$ cat src/hdl/rtpm_pkg.sv
// Package for the IPv4 route table with longest-prefix ordering.
// Holds sizes, operation/status/register codes, the route entry type and the
// prefix length helper. No dependencies.
`timescale 1ns / 1ps

package rtpm_pkg;

  // Table geometry
  localparam int ROUTE_DEPTH = 16;
  localparam int IDX_W       = $clog2(ROUTE_DEPTH);
  localparam int CNT_W       = $clog2(ROUTE_DEPTH + 1);
  localparam int LEN_W       = 6;
  localparam int CFG_AW      = 4;

  // Operation codes carried on in_tuser
  typedef enum logic [1:0] {
    KIND_LOOKUP = 2'd0,
    KIND_ADD    = 2'd1,
    KIND_DELETE = 2'd2
  } kind_t;

  // Result status codes
  typedef enum logic [1:0] {
    STAT_OK   = 2'd0,
    STAT_MISS = 2'd1,
    STAT_FULL = 2'd2,
    STAT_PROT = 2'd3
  } status_t;

  // Configuration register indexes (paddr[3:2])
  typedef enum logic [1:0] {
    REG_IF0_ADDR = 2'd0,
    REG_IF0_MASK = 2'd1,
    REG_IF1_ADDR = 2'd2,
    REG_IF1_MASK = 2'd3
  } cfg_reg_t;

  // Controller states
  typedef enum logic [2:0] {
    S_IDLE,
    S_LOOKUP,
    S_ADD_SCAN,
    S_ADD_HEAD,
    S_DEL_FIND,
    S_DEL_SHIFT,
    S_DONE
  } state_t;

  // Interface settings handed from the register block to the controller
  typedef struct packed {
    logic [31:0] if0_addr;
    logic [31:0] if0_mask;
    logic [31:0] if1_addr;
    logic [31:0] if1_mask;
  } iface_cfg_t;

  // One user route as stored in the table memory
  typedef struct packed {
    logic [31:0] gateway;
    logic [31:0] mask;
    logic [31:0] network;
  } route_entry_t;

  // Number of leading one bits of a mask, counted from the MSB
  function automatic logic [LEN_W-1:0] leading_ones(input logic [31:0] m);
    logic [LEN_W-1:0] n;
    n = LEN_W'(32);
    for (int i = 0; i < 32; i++) begin
      if (!m[i]) begin
        n = LEN_W'(31 - i);
      end
    end
    return n;
  endfunction

endpackage

$ cat src/hdl/rtpm_ram.sv
// Generic single-write, single-read synchronous RAM with registered read.
// No dependencies.
`timescale 1ns / 1ps

module rtpm_ram #(
  parameter int WIDTH = 32,
  parameter int DEPTH = 16,
  localparam int AW = $clog2(DEPTH)
) (
  input  logic             clk,
  input  logic             we,
  input  logic [AW-1:0]    waddr,
  input  logic [WIDTH-1:0] wdata,
  input  logic [AW-1:0]    raddr,
  output logic [WIDTH-1:0] rdata
);

  logic [WIDTH-1:0] mem [DEPTH];
  logic [WIDTH-1:0] rdata_r;

  always_ff @(posedge clk) begin
    if (we) begin
      mem[waddr] <= wdata;
    end
    rdata_r <= mem[raddr];
  end

  assign rdata = rdata_r;

endmodule

$ cat src/hdl/rtpm_cfg.sv
// APB-style register block for the two interface address/netmask pairs.
// Depends on rtpm_pkg.
`timescale 1ns / 1ps

module rtpm_cfg (
  input  logic                      clk,
  input  logic                      rst_n,
  input  logic                      cfg_psel,
  input  logic                      cfg_penable,
  input  logic                      cfg_pwrite,
  input  logic [rtpm_pkg::CFG_AW-1:0] cfg_paddr,
  input  logic [31:0]               cfg_pwdata,
  output logic [31:0]               cfg_prdata,
  output logic                      cfg_pready,
  output rtpm_pkg::iface_cfg_t      iface
);

  import rtpm_pkg::*;

  iface_cfg_t iface_r, iface_nxt;
  cfg_reg_t   sel;
  logic       wr;

  assign sel        = cfg_reg_t'(cfg_paddr[3:2]);
  assign wr         = cfg_psel & cfg_penable & cfg_pwrite;
  assign cfg_pready = 1'b1;

  // Register write decode
  always_comb begin
    iface_nxt = iface_r;
    if (wr) begin
      case (sel)
        REG_IF0_ADDR: iface_nxt.if0_addr = cfg_pwdata;
        REG_IF0_MASK: iface_nxt.if0_mask = cfg_pwdata;
        REG_IF1_ADDR: iface_nxt.if1_addr = cfg_pwdata;
        REG_IF1_MASK: iface_nxt.if1_mask = cfg_pwdata;
        default:      iface_nxt = iface_r;
      endcase
    end
  end

  // Read mux
  always_comb begin
    case (sel)
      REG_IF0_ADDR: cfg_prdata = iface_r.if0_addr;
      REG_IF0_MASK: cfg_prdata = iface_r.if0_mask;
      REG_IF1_ADDR: cfg_prdata = iface_r.if1_addr;
      REG_IF1_MASK: cfg_prdata = iface_r.if1_mask;
      default:      cfg_prdata = '0;
    endcase
  end

  always_ff @(posedge clk) begin
    if (!rst_n) begin
      iface_r <= '0;
    end else begin
      iface_r <= iface_nxt;
    end
  end

  assign iface = iface_r;

endmodule

$ cat src/hdl/rtpm_ctrl.sv
// Sequencer for lookup, add and delete: walks the route memory one entry a
// cycle, shifts entries on insert/remove and keeps the route count.
// Depends on rtpm_pkg; drives one rtpm_ram instance through its ports.
`timescale 1ns / 1ps

module rtpm_ctrl (
  input  logic                         clk,
  input  logic                         rst_n,
  input  rtpm_pkg::iface_cfg_t         iface,
  // operation in
  input  logic                         op_valid,
  output logic                         op_ready,
  input  logic [1:0]                   op_kind,
  input  logic [31:0]                  op_address,
  input  logic [31:0]                  op_mask,
  input  logic [31:0]                  op_gateway,
  // result out
  output logic                         res_valid,
  input  logic                         res_ready,
  output logic [1:0]                   res_status,
  output logic [31:0]                  res_next_hop,
  // route memory
  output logic                         mem_we,
  output logic [rtpm_pkg::IDX_W-1:0]   mem_waddr,
  output rtpm_pkg::route_entry_t       mem_wdata,
  output logic [rtpm_pkg::IDX_W-1:0]   mem_raddr,
  input  rtpm_pkg::route_entry_t       mem_rdata
);

  import rtpm_pkg::*;

  state_t             state_r, state_nxt;
  logic [IDX_W-1:0]   idx_r, idx_nxt;
  logic [CNT_W-1:0]   count_r, count_nxt;
  logic [31:0]        addr_r, addr_nxt;
  logic [31:0]        mask_r, mask_nxt;
  logic [31:0]        gw_r, gw_nxt;
  logic [LEN_W-1:0]   len_r, len_nxt;
  status_t            rstat_r, rstat_nxt;
  logic [31:0]        rhop_r, rhop_nxt;
  logic               oval_r, oval_nxt;
  status_t            ostat_r, ostat_nxt;
  logic [31:0]        ohop_r, ohop_nxt;

  kind_t              kind;
  logic               accept;
  logic               empty, full;
  logic               dir_lookup, dir_delete;
  logic [31:0]        net0, net1;
  logic [CNT_W-1:0]   last_idx;
  logic               at_last, at_head;
  logic               hit_route, hit_net, add_stop;
  logic               out_free;
  route_entry_t       new_entry;

  // Shared conditions
  assign kind       = kind_t'(op_kind);
  assign op_ready   = (state_r == S_IDLE);
  assign accept     = op_valid & op_ready;
  assign empty      = (count_r == '0);
  assign full       = (count_r == CNT_W'(ROUTE_DEPTH));
  assign net0       = iface.if0_addr & iface.if0_mask;
  assign net1       = iface.if1_addr & iface.if1_mask;
  assign dir_lookup = ((op_address & iface.if1_mask) == net1) ||
                      ((op_address & iface.if0_mask) == net0);
  assign dir_delete = (op_address == net1) || (op_address == net0);
  assign last_idx   = count_r - CNT_W'(1);
  assign at_last    = (CNT_W'(idx_r) == last_idx);
  assign at_head    = (idx_r == '0);
  assign hit_route  = ((mem_rdata.mask & addr_r) == mem_rdata.network);
  assign hit_net    = (mem_rdata.network == addr_r);
  assign add_stop   = (leading_ones(mem_rdata.mask) > len_r);
  assign out_free   = !oval_r || res_ready;
  assign new_entry  = '{gateway: gw_r, mask: mask_r, network: addr_r};

  // Next state
  always_comb begin
    state_nxt = state_r;
    case (state_r)
      S_IDLE: begin
        if (accept) begin
          case (kind)
            KIND_LOOKUP: state_nxt = (dir_lookup || empty) ? S_DONE : S_LOOKUP;
            KIND_ADD:    state_nxt = full ? S_DONE : (empty ? S_ADD_HEAD : S_ADD_SCAN);
            KIND_DELETE: state_nxt = (dir_delete || empty) ? S_DONE : S_DEL_FIND;
            default:     state_nxt = S_DONE;
          endcase
        end
      end
      S_LOOKUP: begin
        if (hit_route || at_last) state_nxt = S_DONE;
      end
      S_ADD_SCAN: begin
        if (add_stop) begin
          state_nxt = S_DONE;
        end else if (at_head) begin
          state_nxt = S_ADD_HEAD;
        end
      end
      S_ADD_HEAD: state_nxt = S_DONE;
      S_DEL_FIND: begin
        if (at_last) begin
          state_nxt = S_DONE;
        end else if (hit_net) begin
          state_nxt = S_DEL_SHIFT;
        end
      end
      S_DEL_SHIFT: begin
        if (at_last) state_nxt = S_DONE;
      end
      S_DONE: begin
        if (out_free) state_nxt = S_IDLE;
      end
      default: state_nxt = S_IDLE;
    endcase
  end

  // Datapath and memory control
  always_comb begin
    idx_nxt   = idx_r;
    count_nxt = count_r;
    addr_nxt  = addr_r;
    mask_nxt  = mask_r;
    gw_nxt    = gw_r;
    len_nxt   = len_r;
    rstat_nxt = rstat_r;
    rhop_nxt  = rhop_r;
    oval_nxt  = res_ready ? 1'b0 : oval_r;
    ostat_nxt = ostat_r;
    ohop_nxt  = ohop_r;
    mem_we    = 1'b0;
    mem_waddr = idx_r + IDX_W'(1);
    mem_wdata = mem_rdata;
    mem_raddr = idx_r + IDX_W'(1);

    case (state_r)
      S_IDLE: begin
        // adds scan from the tail, everything else from the head
        mem_raddr = (kind == KIND_ADD) ? last_idx[IDX_W-1:0] : '0;
        if (accept) begin
          addr_nxt = op_address;
          mask_nxt = op_mask;
          gw_nxt   = op_gateway;
          len_nxt  = leading_ones(op_mask);
          idx_nxt  = (kind == KIND_ADD) ? last_idx[IDX_W-1:0] : '0;
          rhop_nxt = '0;
          case (kind)
            KIND_LOOKUP: rstat_nxt = dir_lookup ? STAT_OK : STAT_MISS;
            KIND_ADD:    rstat_nxt = STAT_FULL;
            KIND_DELETE: rstat_nxt = dir_delete ? STAT_PROT : STAT_MISS;
            default:     rstat_nxt = STAT_MISS;
          endcase
        end
      end
      S_LOOKUP: begin
        if (hit_route) begin
          rstat_nxt = STAT_OK;
          rhop_nxt  = mem_rdata.gateway;
        end else if (at_last) begin
          rstat_nxt = STAT_MISS;
        end else begin
          idx_nxt = idx_r + IDX_W'(1);
        end
      end
      S_ADD_SCAN: begin
        // move shorter-or-equal prefixes down one slot; stop above a longer one
        mem_raddr = idx_r - IDX_W'(1);
        mem_we    = 1'b1;
        mem_waddr = idx_r + IDX_W'(1);
        if (add_stop) begin
          mem_wdata = new_entry;
          count_nxt = count_r + CNT_W'(1);
          rstat_nxt = STAT_OK;
        end else begin
          idx_nxt = idx_r - IDX_W'(1);
        end
      end
      S_ADD_HEAD: begin
        mem_we    = 1'b1;
        mem_waddr = '0;
        mem_wdata = new_entry;
        count_nxt = count_r + CNT_W'(1);
        rstat_nxt = STAT_OK;
      end
      S_DEL_FIND: begin
        if (hit_net && at_last) begin
          count_nxt = count_r - CNT_W'(1);
          rstat_nxt = STAT_OK;
        end else if (at_last) begin
          rstat_nxt = STAT_MISS;
        end else begin
          idx_nxt = idx_r + IDX_W'(1);
        end
      end
      S_DEL_SHIFT: begin
        // pull each later entry up one slot
        mem_we    = 1'b1;
        mem_waddr = idx_r - IDX_W'(1);
        if (at_last) begin
          count_nxt = count_r - CNT_W'(1);
          rstat_nxt = STAT_OK;
        end else begin
          idx_nxt = idx_r + IDX_W'(1);
        end
      end
      S_DONE: begin
        if (out_free) begin
          oval_nxt  = 1'b1;
          ostat_nxt = rstat_r;
          ohop_nxt  = rhop_r;
        end
      end
      default: begin
        idx_nxt = idx_r;
      end
    endcase
  end

  // Control registers
  always_ff @(posedge clk) begin
    if (!rst_n) begin
      state_r <= S_IDLE;
      count_r <= '0;
      oval_r  <= 1'b0;
    end else begin
      state_r <= state_nxt;
      count_r <= count_nxt;
      oval_r  <= oval_nxt;
    end
  end

  // Payload registers
  always_ff @(posedge clk) begin
    idx_r   <= idx_nxt;
    addr_r  <= addr_nxt;
    mask_r  <= mask_nxt;
    gw_r    <= gw_nxt;
    len_r   <= len_nxt;
    rstat_r <= rstat_nxt;
    rhop_r  <= rhop_nxt;
    ostat_r <= ostat_nxt;
    ohop_r  <= ohop_nxt;
  end

  assign res_valid    = oval_r;
  assign res_status   = ostat_r;
  assign res_next_hop = ohop_r;

endmodule

$ cat src/hdl/route_table_prefix_match.sv
// Top level of the IPv4 route table: stream ports, register port, route memory.
// Depends on rtpm_pkg, rtpm_ram, rtpm_cfg and rtpm_ctrl.
//
//  channel   direction  word contents
//  in_*      slave      tuser: kind; tdata: address, prefix_mask, gateway
//  out_*     master     tdata: status, next_hop (zero padded to 40 bits)
//  cfg_*     APB slave  4 x 32-bit interface address / netmask registers
//
// The walk over the route memory, one entry per cycle through its single
// read port, sets how long an item takes; at most ROUTE_DEPTH routes are
// held. Direct routes, a full table and lookups or deletes on an empty
// table finish without a walk, and an add to an empty table writes the head
// entry first. Reset clears control and the route count; memory contents
// are not cleared, only entries below the count are read.
// A finished result sits in the output register, and the next word is taken
// once the previous result has moved there.
`timescale 1ns / 1ps

module route_table_prefix_match (
  input  logic                        clk,
  input  logic                        rst_n,
  // input words
  input  logic                        in_tvalid,
  output logic                        in_tready,
  input  logic [95:0]                 in_tdata,   // address, prefix_mask, gateway
  input  logic [1:0]                  in_tuser,   // kind
  // result words
  output logic                        out_tvalid,
  input  logic                        out_tready,
  output logic [39:0]                 out_tdata,  // status, next_hop, zero pad
  // register port
  input  logic                        cfg_psel,
  input  logic                        cfg_penable,
  input  logic                        cfg_pwrite,
  input  logic [rtpm_pkg::CFG_AW-1:0] cfg_paddr,
  input  logic [31:0]                 cfg_pwdata,
  output logic [31:0]                 cfg_prdata,
  output logic                        cfg_pready
);

  import rtpm_pkg::*;

  iface_cfg_t          iface;
  logic                mem_we;
  logic [IDX_W-1:0]    mem_waddr;
  logic [IDX_W-1:0]    mem_raddr;
  route_entry_t        mem_wdata;
  route_entry_t        mem_rdata;
  logic [1:0]          res_status;
  logic [31:0]         res_next_hop;

  // Interface registers
  rtpm_cfg u_cfg (
    .clk         (clk),
    .rst_n       (rst_n),
    .cfg_psel    (cfg_psel),
    .cfg_penable (cfg_penable),
    .cfg_pwrite  (cfg_pwrite),
    .cfg_paddr   (cfg_paddr),
    .cfg_pwdata  (cfg_pwdata),
    .cfg_prdata  (cfg_prdata),
    .cfg_pready  (cfg_pready),
    .iface       (iface)
  );

  // Route table memory
  rtpm_ram #(
    .WIDTH ($bits(route_entry_t)),
    .DEPTH (ROUTE_DEPTH)
  ) u_ram (
    .clk   (clk),
    .we    (mem_we),
    .waddr (mem_waddr),
    .wdata (mem_wdata),
    .raddr (mem_raddr),
    .rdata (mem_rdata)
  );

  // Operation sequencer
  rtpm_ctrl u_ctrl (
    .clk          (clk),
    .rst_n        (rst_n),
    .iface        (iface),
    .op_valid     (in_tvalid),
    .op_ready     (in_tready),
    .op_kind      (in_tuser),
    .op_address   (in_tdata[31:0]),
    .op_mask      (in_tdata[63:32]),
    .op_gateway   (in_tdata[95:64]),
    .res_valid    (out_tvalid),
    .res_ready    (out_tready),
    .res_status   (res_status),
    .res_next_hop (res_next_hop),
    .mem_we       (mem_we),
    .mem_waddr    (mem_waddr),
    .mem_wdata    (mem_wdata),
    .mem_raddr    (mem_raddr),
    .mem_rdata    (mem_rdata)
  );

  // Result word packing
  assign out_tdata = {6'd0, res_next_hop, res_status};

endmodule
$ cat config.mk
export PLATFORM = sky130hd
export DESIGN_NAME = route_table_prefix_match
export DESIGN_NICKNAME = d
export VERILOG_FILES = /design/src/hdl/rtpm_pkg.sv /design/src/hdl/rtpm_ram.sv /design/src/hdl/rtpm_cfg.sv /design/src/hdl/rtpm_ctrl.sv /design/src/hdl/route_table_prefix_match.sv
export SDC_FILE = /design/constraint.sdc
export NUM_CORES = 2
export LEC_CHECK = 0
export ABC_AREA = 1
export BUFFER_PORTS_ARGS = -buffer_cell sky130_fd_sc_hd__buf_2
export CORE_ASPECT_RATIO = 1.25
export CORE_MARGIN = 5
export CORE_UTILIZATION = 40
export DETAILED_ROUTE_END_ITERATION = 8
export SLEW_MARGIN = 10
export SYNTH_ARGS = -nofsm -noshare
export SYNTH_HDL_FRONTEND = slang
export SYNTH_SLANG_ARGS = --single-unit
$ cat constraint.sdc
create_clock -name clk -period 7.6 [get_ports clk]
set_input_delay 1.52 -clock clk [delete_from_list [all_inputs] [get_ports clk]]
set_output_delay 1.52 -clock clk [all_outputs]
set_load 0.02 [all_outputs]
==> impl_metrics.py <==
metrics = {
    "status": {
        "outcome": "complete, no violations",
    },
    "cts": {
        "postCtsSetupBuffers": 0,
        "htreeDepth": 4,
        "cts_root_buf": "clkbuf_16",
        "clock_sinks": 1943,
        "ctsLongestPathBuffers": 3,
        "cts_hold_buf": 0,
        "clk_pin_slew_worst_paths_ps": 60,
        "cts_buffers": 195,
        "insertion_delay_ps": 860,
        "tritoncts": "yes",
        "post_cts_resized": 0,
    },
    "logic_synthesis": {
        "synth_top_area_cell": "edfxtp_1",
        "netlist_area_um2": 77700,
        "synth.distinct_cells": 53,
        "async_flop_share_pct": 0,
        "ys_seq_area_share_pct": 72.1,
        "synth-edff-count": 1710,
        "synth_top_area_share_pct": 66.1,
        "yosys_warnings": 0,
        "synth_flop_cell": "edfxtp_1",
        "ys_top_cells_by_count": "edfxtp_1 (1710), nor2_1 (1651), o21ai_0 (621), nand2_1 (446), clkbuf_1 (236)",
        "synth_area_leaders": "edfxtp_1 (66%), nor2_1 (8.0%), dfxtp_1 (6.0%)",
        "yosysMostFrequentCell": "edfxtp_1",
        "synthCells": 6377,
        "synth_seq_cells": 1943,
        "avgSynthCellArea_um2": 12.2,
    },
    "power_and_ir_drop": {
        "p_per_area_nw_per_um2": 488,
        "p_total_uw": 43200,
        "seq_power_share_pct": 35.6,
        "peakVddDrop_mv": 0.776,
        "leakage_uw": 0.0297,
        "p_sw_share_pct": 41.5,
        "power.share.combinational_pct": 42.1,
        "power.internal_uw": 25300,
        "pwr-share-clk_pct": 22.3,
        "p_sw_uw": 17900,
    },
    "job": {
        "max_cap_violations": 0,
    },
    "timing": {
        "relSlewSlack_pct": 23.2,
        "period_needed_ps": 5580,
        "fin_setup_tns_ps": 0,
        "tightest_slew_ps": 1150,
        "drv_slew": 0,
        "setup_viol": 0,
        "finalHoldViolCount": 0,
        "fmax_mhz": 179,
        "fin_worst_skew_ps": 45.5,
        "grt_setup_unrepaired": "no",
        "period_share_pct": 73.4,
    },
    "floorplanning": {
        "rows": 181,
        "io_pins": 216,
        "die-area_um2": 203000,
        "die_y_um": 503,
        "start_util_pct": 40.1,
        "core_area_um2": 194000,
        "die_w_um": 404,
    },
    "detailed_routing": {
        "vias_per_cell": 5.61,
        "drt_iter0_drc": 5526,
        "route.detailed.drc": 0,
        "drtPass1Iterations": 6,
        "drt_wl_total_mm": 223,
        "wire_per_inst_um": 23.9,
        "vias": 52100,
        "ant_nets": 0,
    },
    "global_route": {
        "grt_pass1_wl_mm": 327,
        "antenna_found_initial": 35,
        "grt_pass1_vias": 50200,
        "grt_max_degree": 154,
        "grt-ovfl-total": 0,
        "grt_use_total_pct": 21.4,
    },
    "worst_setup_path": {
        "cp.required_ps": 8130,
        "path_class": "flip-flop to flip-flop",
        "crit_path_frequent_cell": "nand2_1",
        "slowest_delay_ps": 730,
        "cp-end-kind": "flip-flop",
        "start_kind": "flip-flop",
        "critical_path.top_delay_family": "simple AND/OR/NAND/NOR gates",
        "critPathBufInv": 3,
        "critPathMaxFanout": 68,
        "arrival_ps": 6110,
        "crit_slowest_cell": "nand2_4",
    },
    "worst_hold_path": {
        "hold_class": "flip-flop to flip-flop",
    },
    "placed_design": {
        "placed_cell_area_um2": 81900,
        "place.gp.congestion": 0.966,
        "dp.final_hpwl_mm": 121,
        "numPortBuffers": 206,
    },
    "layout": {
        "drive_above_1_share_pct": 10.8,
        "final_area_um2": 88400,
        "fin_nets": 6697,
        "final_util_pct": 45.5,
        "area_growth_pct": 13.7,
    },
}
[cell type report]
type	instances	area [µm²]
fill	17300	106000
clock inverter	106	1130
multi-input combinational	3837	19400
clock buffer	261	5330
sequential	1943	56000
inverter	200	778
antenna	19	47.5
timing repair buffer	368	2500
tap	2562	3210
[worst paths after layout]
check	from	endpoint	slack [ps]	cells after the start
worst max register to register	u_ram.rdata[33]	u_ram.mem[4][58]	2020	41
worst min register to register	u_ctrl.rhop_r[2]	u_ctrl.res_next_hop[2]	420	0
worst min-delay path	u_ctrl.rhop_r[2]	u_ctrl.res_next_hop[2]	420	0
worst max-delay path	u_ram.rdata[33]	u_ram.mem[4][58]	2020	41
[cell usage in the layout (no fill, tap or decap), types with 11 or more instances in the layout]
cell type / count
o32ai_1: 192
bufinv_16: 17
a21oi_1: 59
edfxtp_1: 1710
xor2_1: 39
nor3_1: 11
nor2_4: 21
o211ai_1: 152
nor4_1: 23
buf_2: 206
nand4_1: 42
buf_12: 20
o21ai_1: 90
o311ai_1: 81
nand2_1: 444
clkinv_1: 26
clkbuf_16: 197
clkbuf_8: 16
o311ai_0: 111
inv_1: 188
o21ai_0: 619
buf_4: 142
clkbuf_1: 48
a221oi_1: 14
o22ai_1: 22
nand3_1: 159
nor2_1: 1632
dfxtp_1: 233
ha_1: 11
diode_2: 19
clkinv_2: 41
o2111ai_1: 30
[metal layers]
metal / GRT usage [%] / share of wire, % / up-vias
met1: 29.0 / 42 / 25900
li1: - / - / 23700
met4: 6.93 / 3.2 / 18
met3: 4.55 / 7.7 / 432
met2: 34.6 / 47 / 2097
met5: 0 / 0.051 / -
[state kept, by name, summed over array words and instances (netlist names), 3 cells and up]
register / cells
u_ram.mem: 1536
u_cfg.iface: 128
u_ram.rdata: 96
u_ctrl.addr_r: 32
u_ctrl.gw_r: 32
u_ctrl.mask_r: 32
u_ctrl.res_next_hop: 32
u_ctrl.rhop_r: 32
u_ctrl.len_r: 6
u_ctrl.count_r: 5
u_ctrl.idx_r: 4
u_ctrl.state_r: 3
[per-stage QoR]
step	hold slack (ps)	worst slack (ps)	cells
3_3_place_gp	401	1900	8910
5_1_grt	423	1550	9280
4_1_cts	419	2110	9277
6_report	418	2020	9296
3_5_place_dp	405	2170	8910
2_1_floorplan	400	1250	6382
[power by group through the flow]
| stage | Clock [µW] | Combinational [µW] | Sequential [µW] |
|---|---|---|---|
| 5_1_grt | 10200 | 20100 | 15400 |
| 4_1_cts | 9780 | 18300 | 15400 |
| 3_5_place_dp | 0 | 18200 | 15600 |
| 2_1_floorplan | 0 | 12300 | 15400 |
| 3_3_place_gp | 0 | 17900 | 15600 |
| 6_report | 9610 | 18200 | 15400 |
[cell families after synthesis]
family,share of synthesized area (%)
flip-flops,72.1
AO/OA/AOI/OAI,11.9
AND/OR/NAND/NOR,11.9
adder cells (fa/ha/maj),0.177
other,0.00966
XOR/XNOR,0.518
buffers and inverters,3.30
multiplexers,0.145
Power figures use the tool's default switching activity.
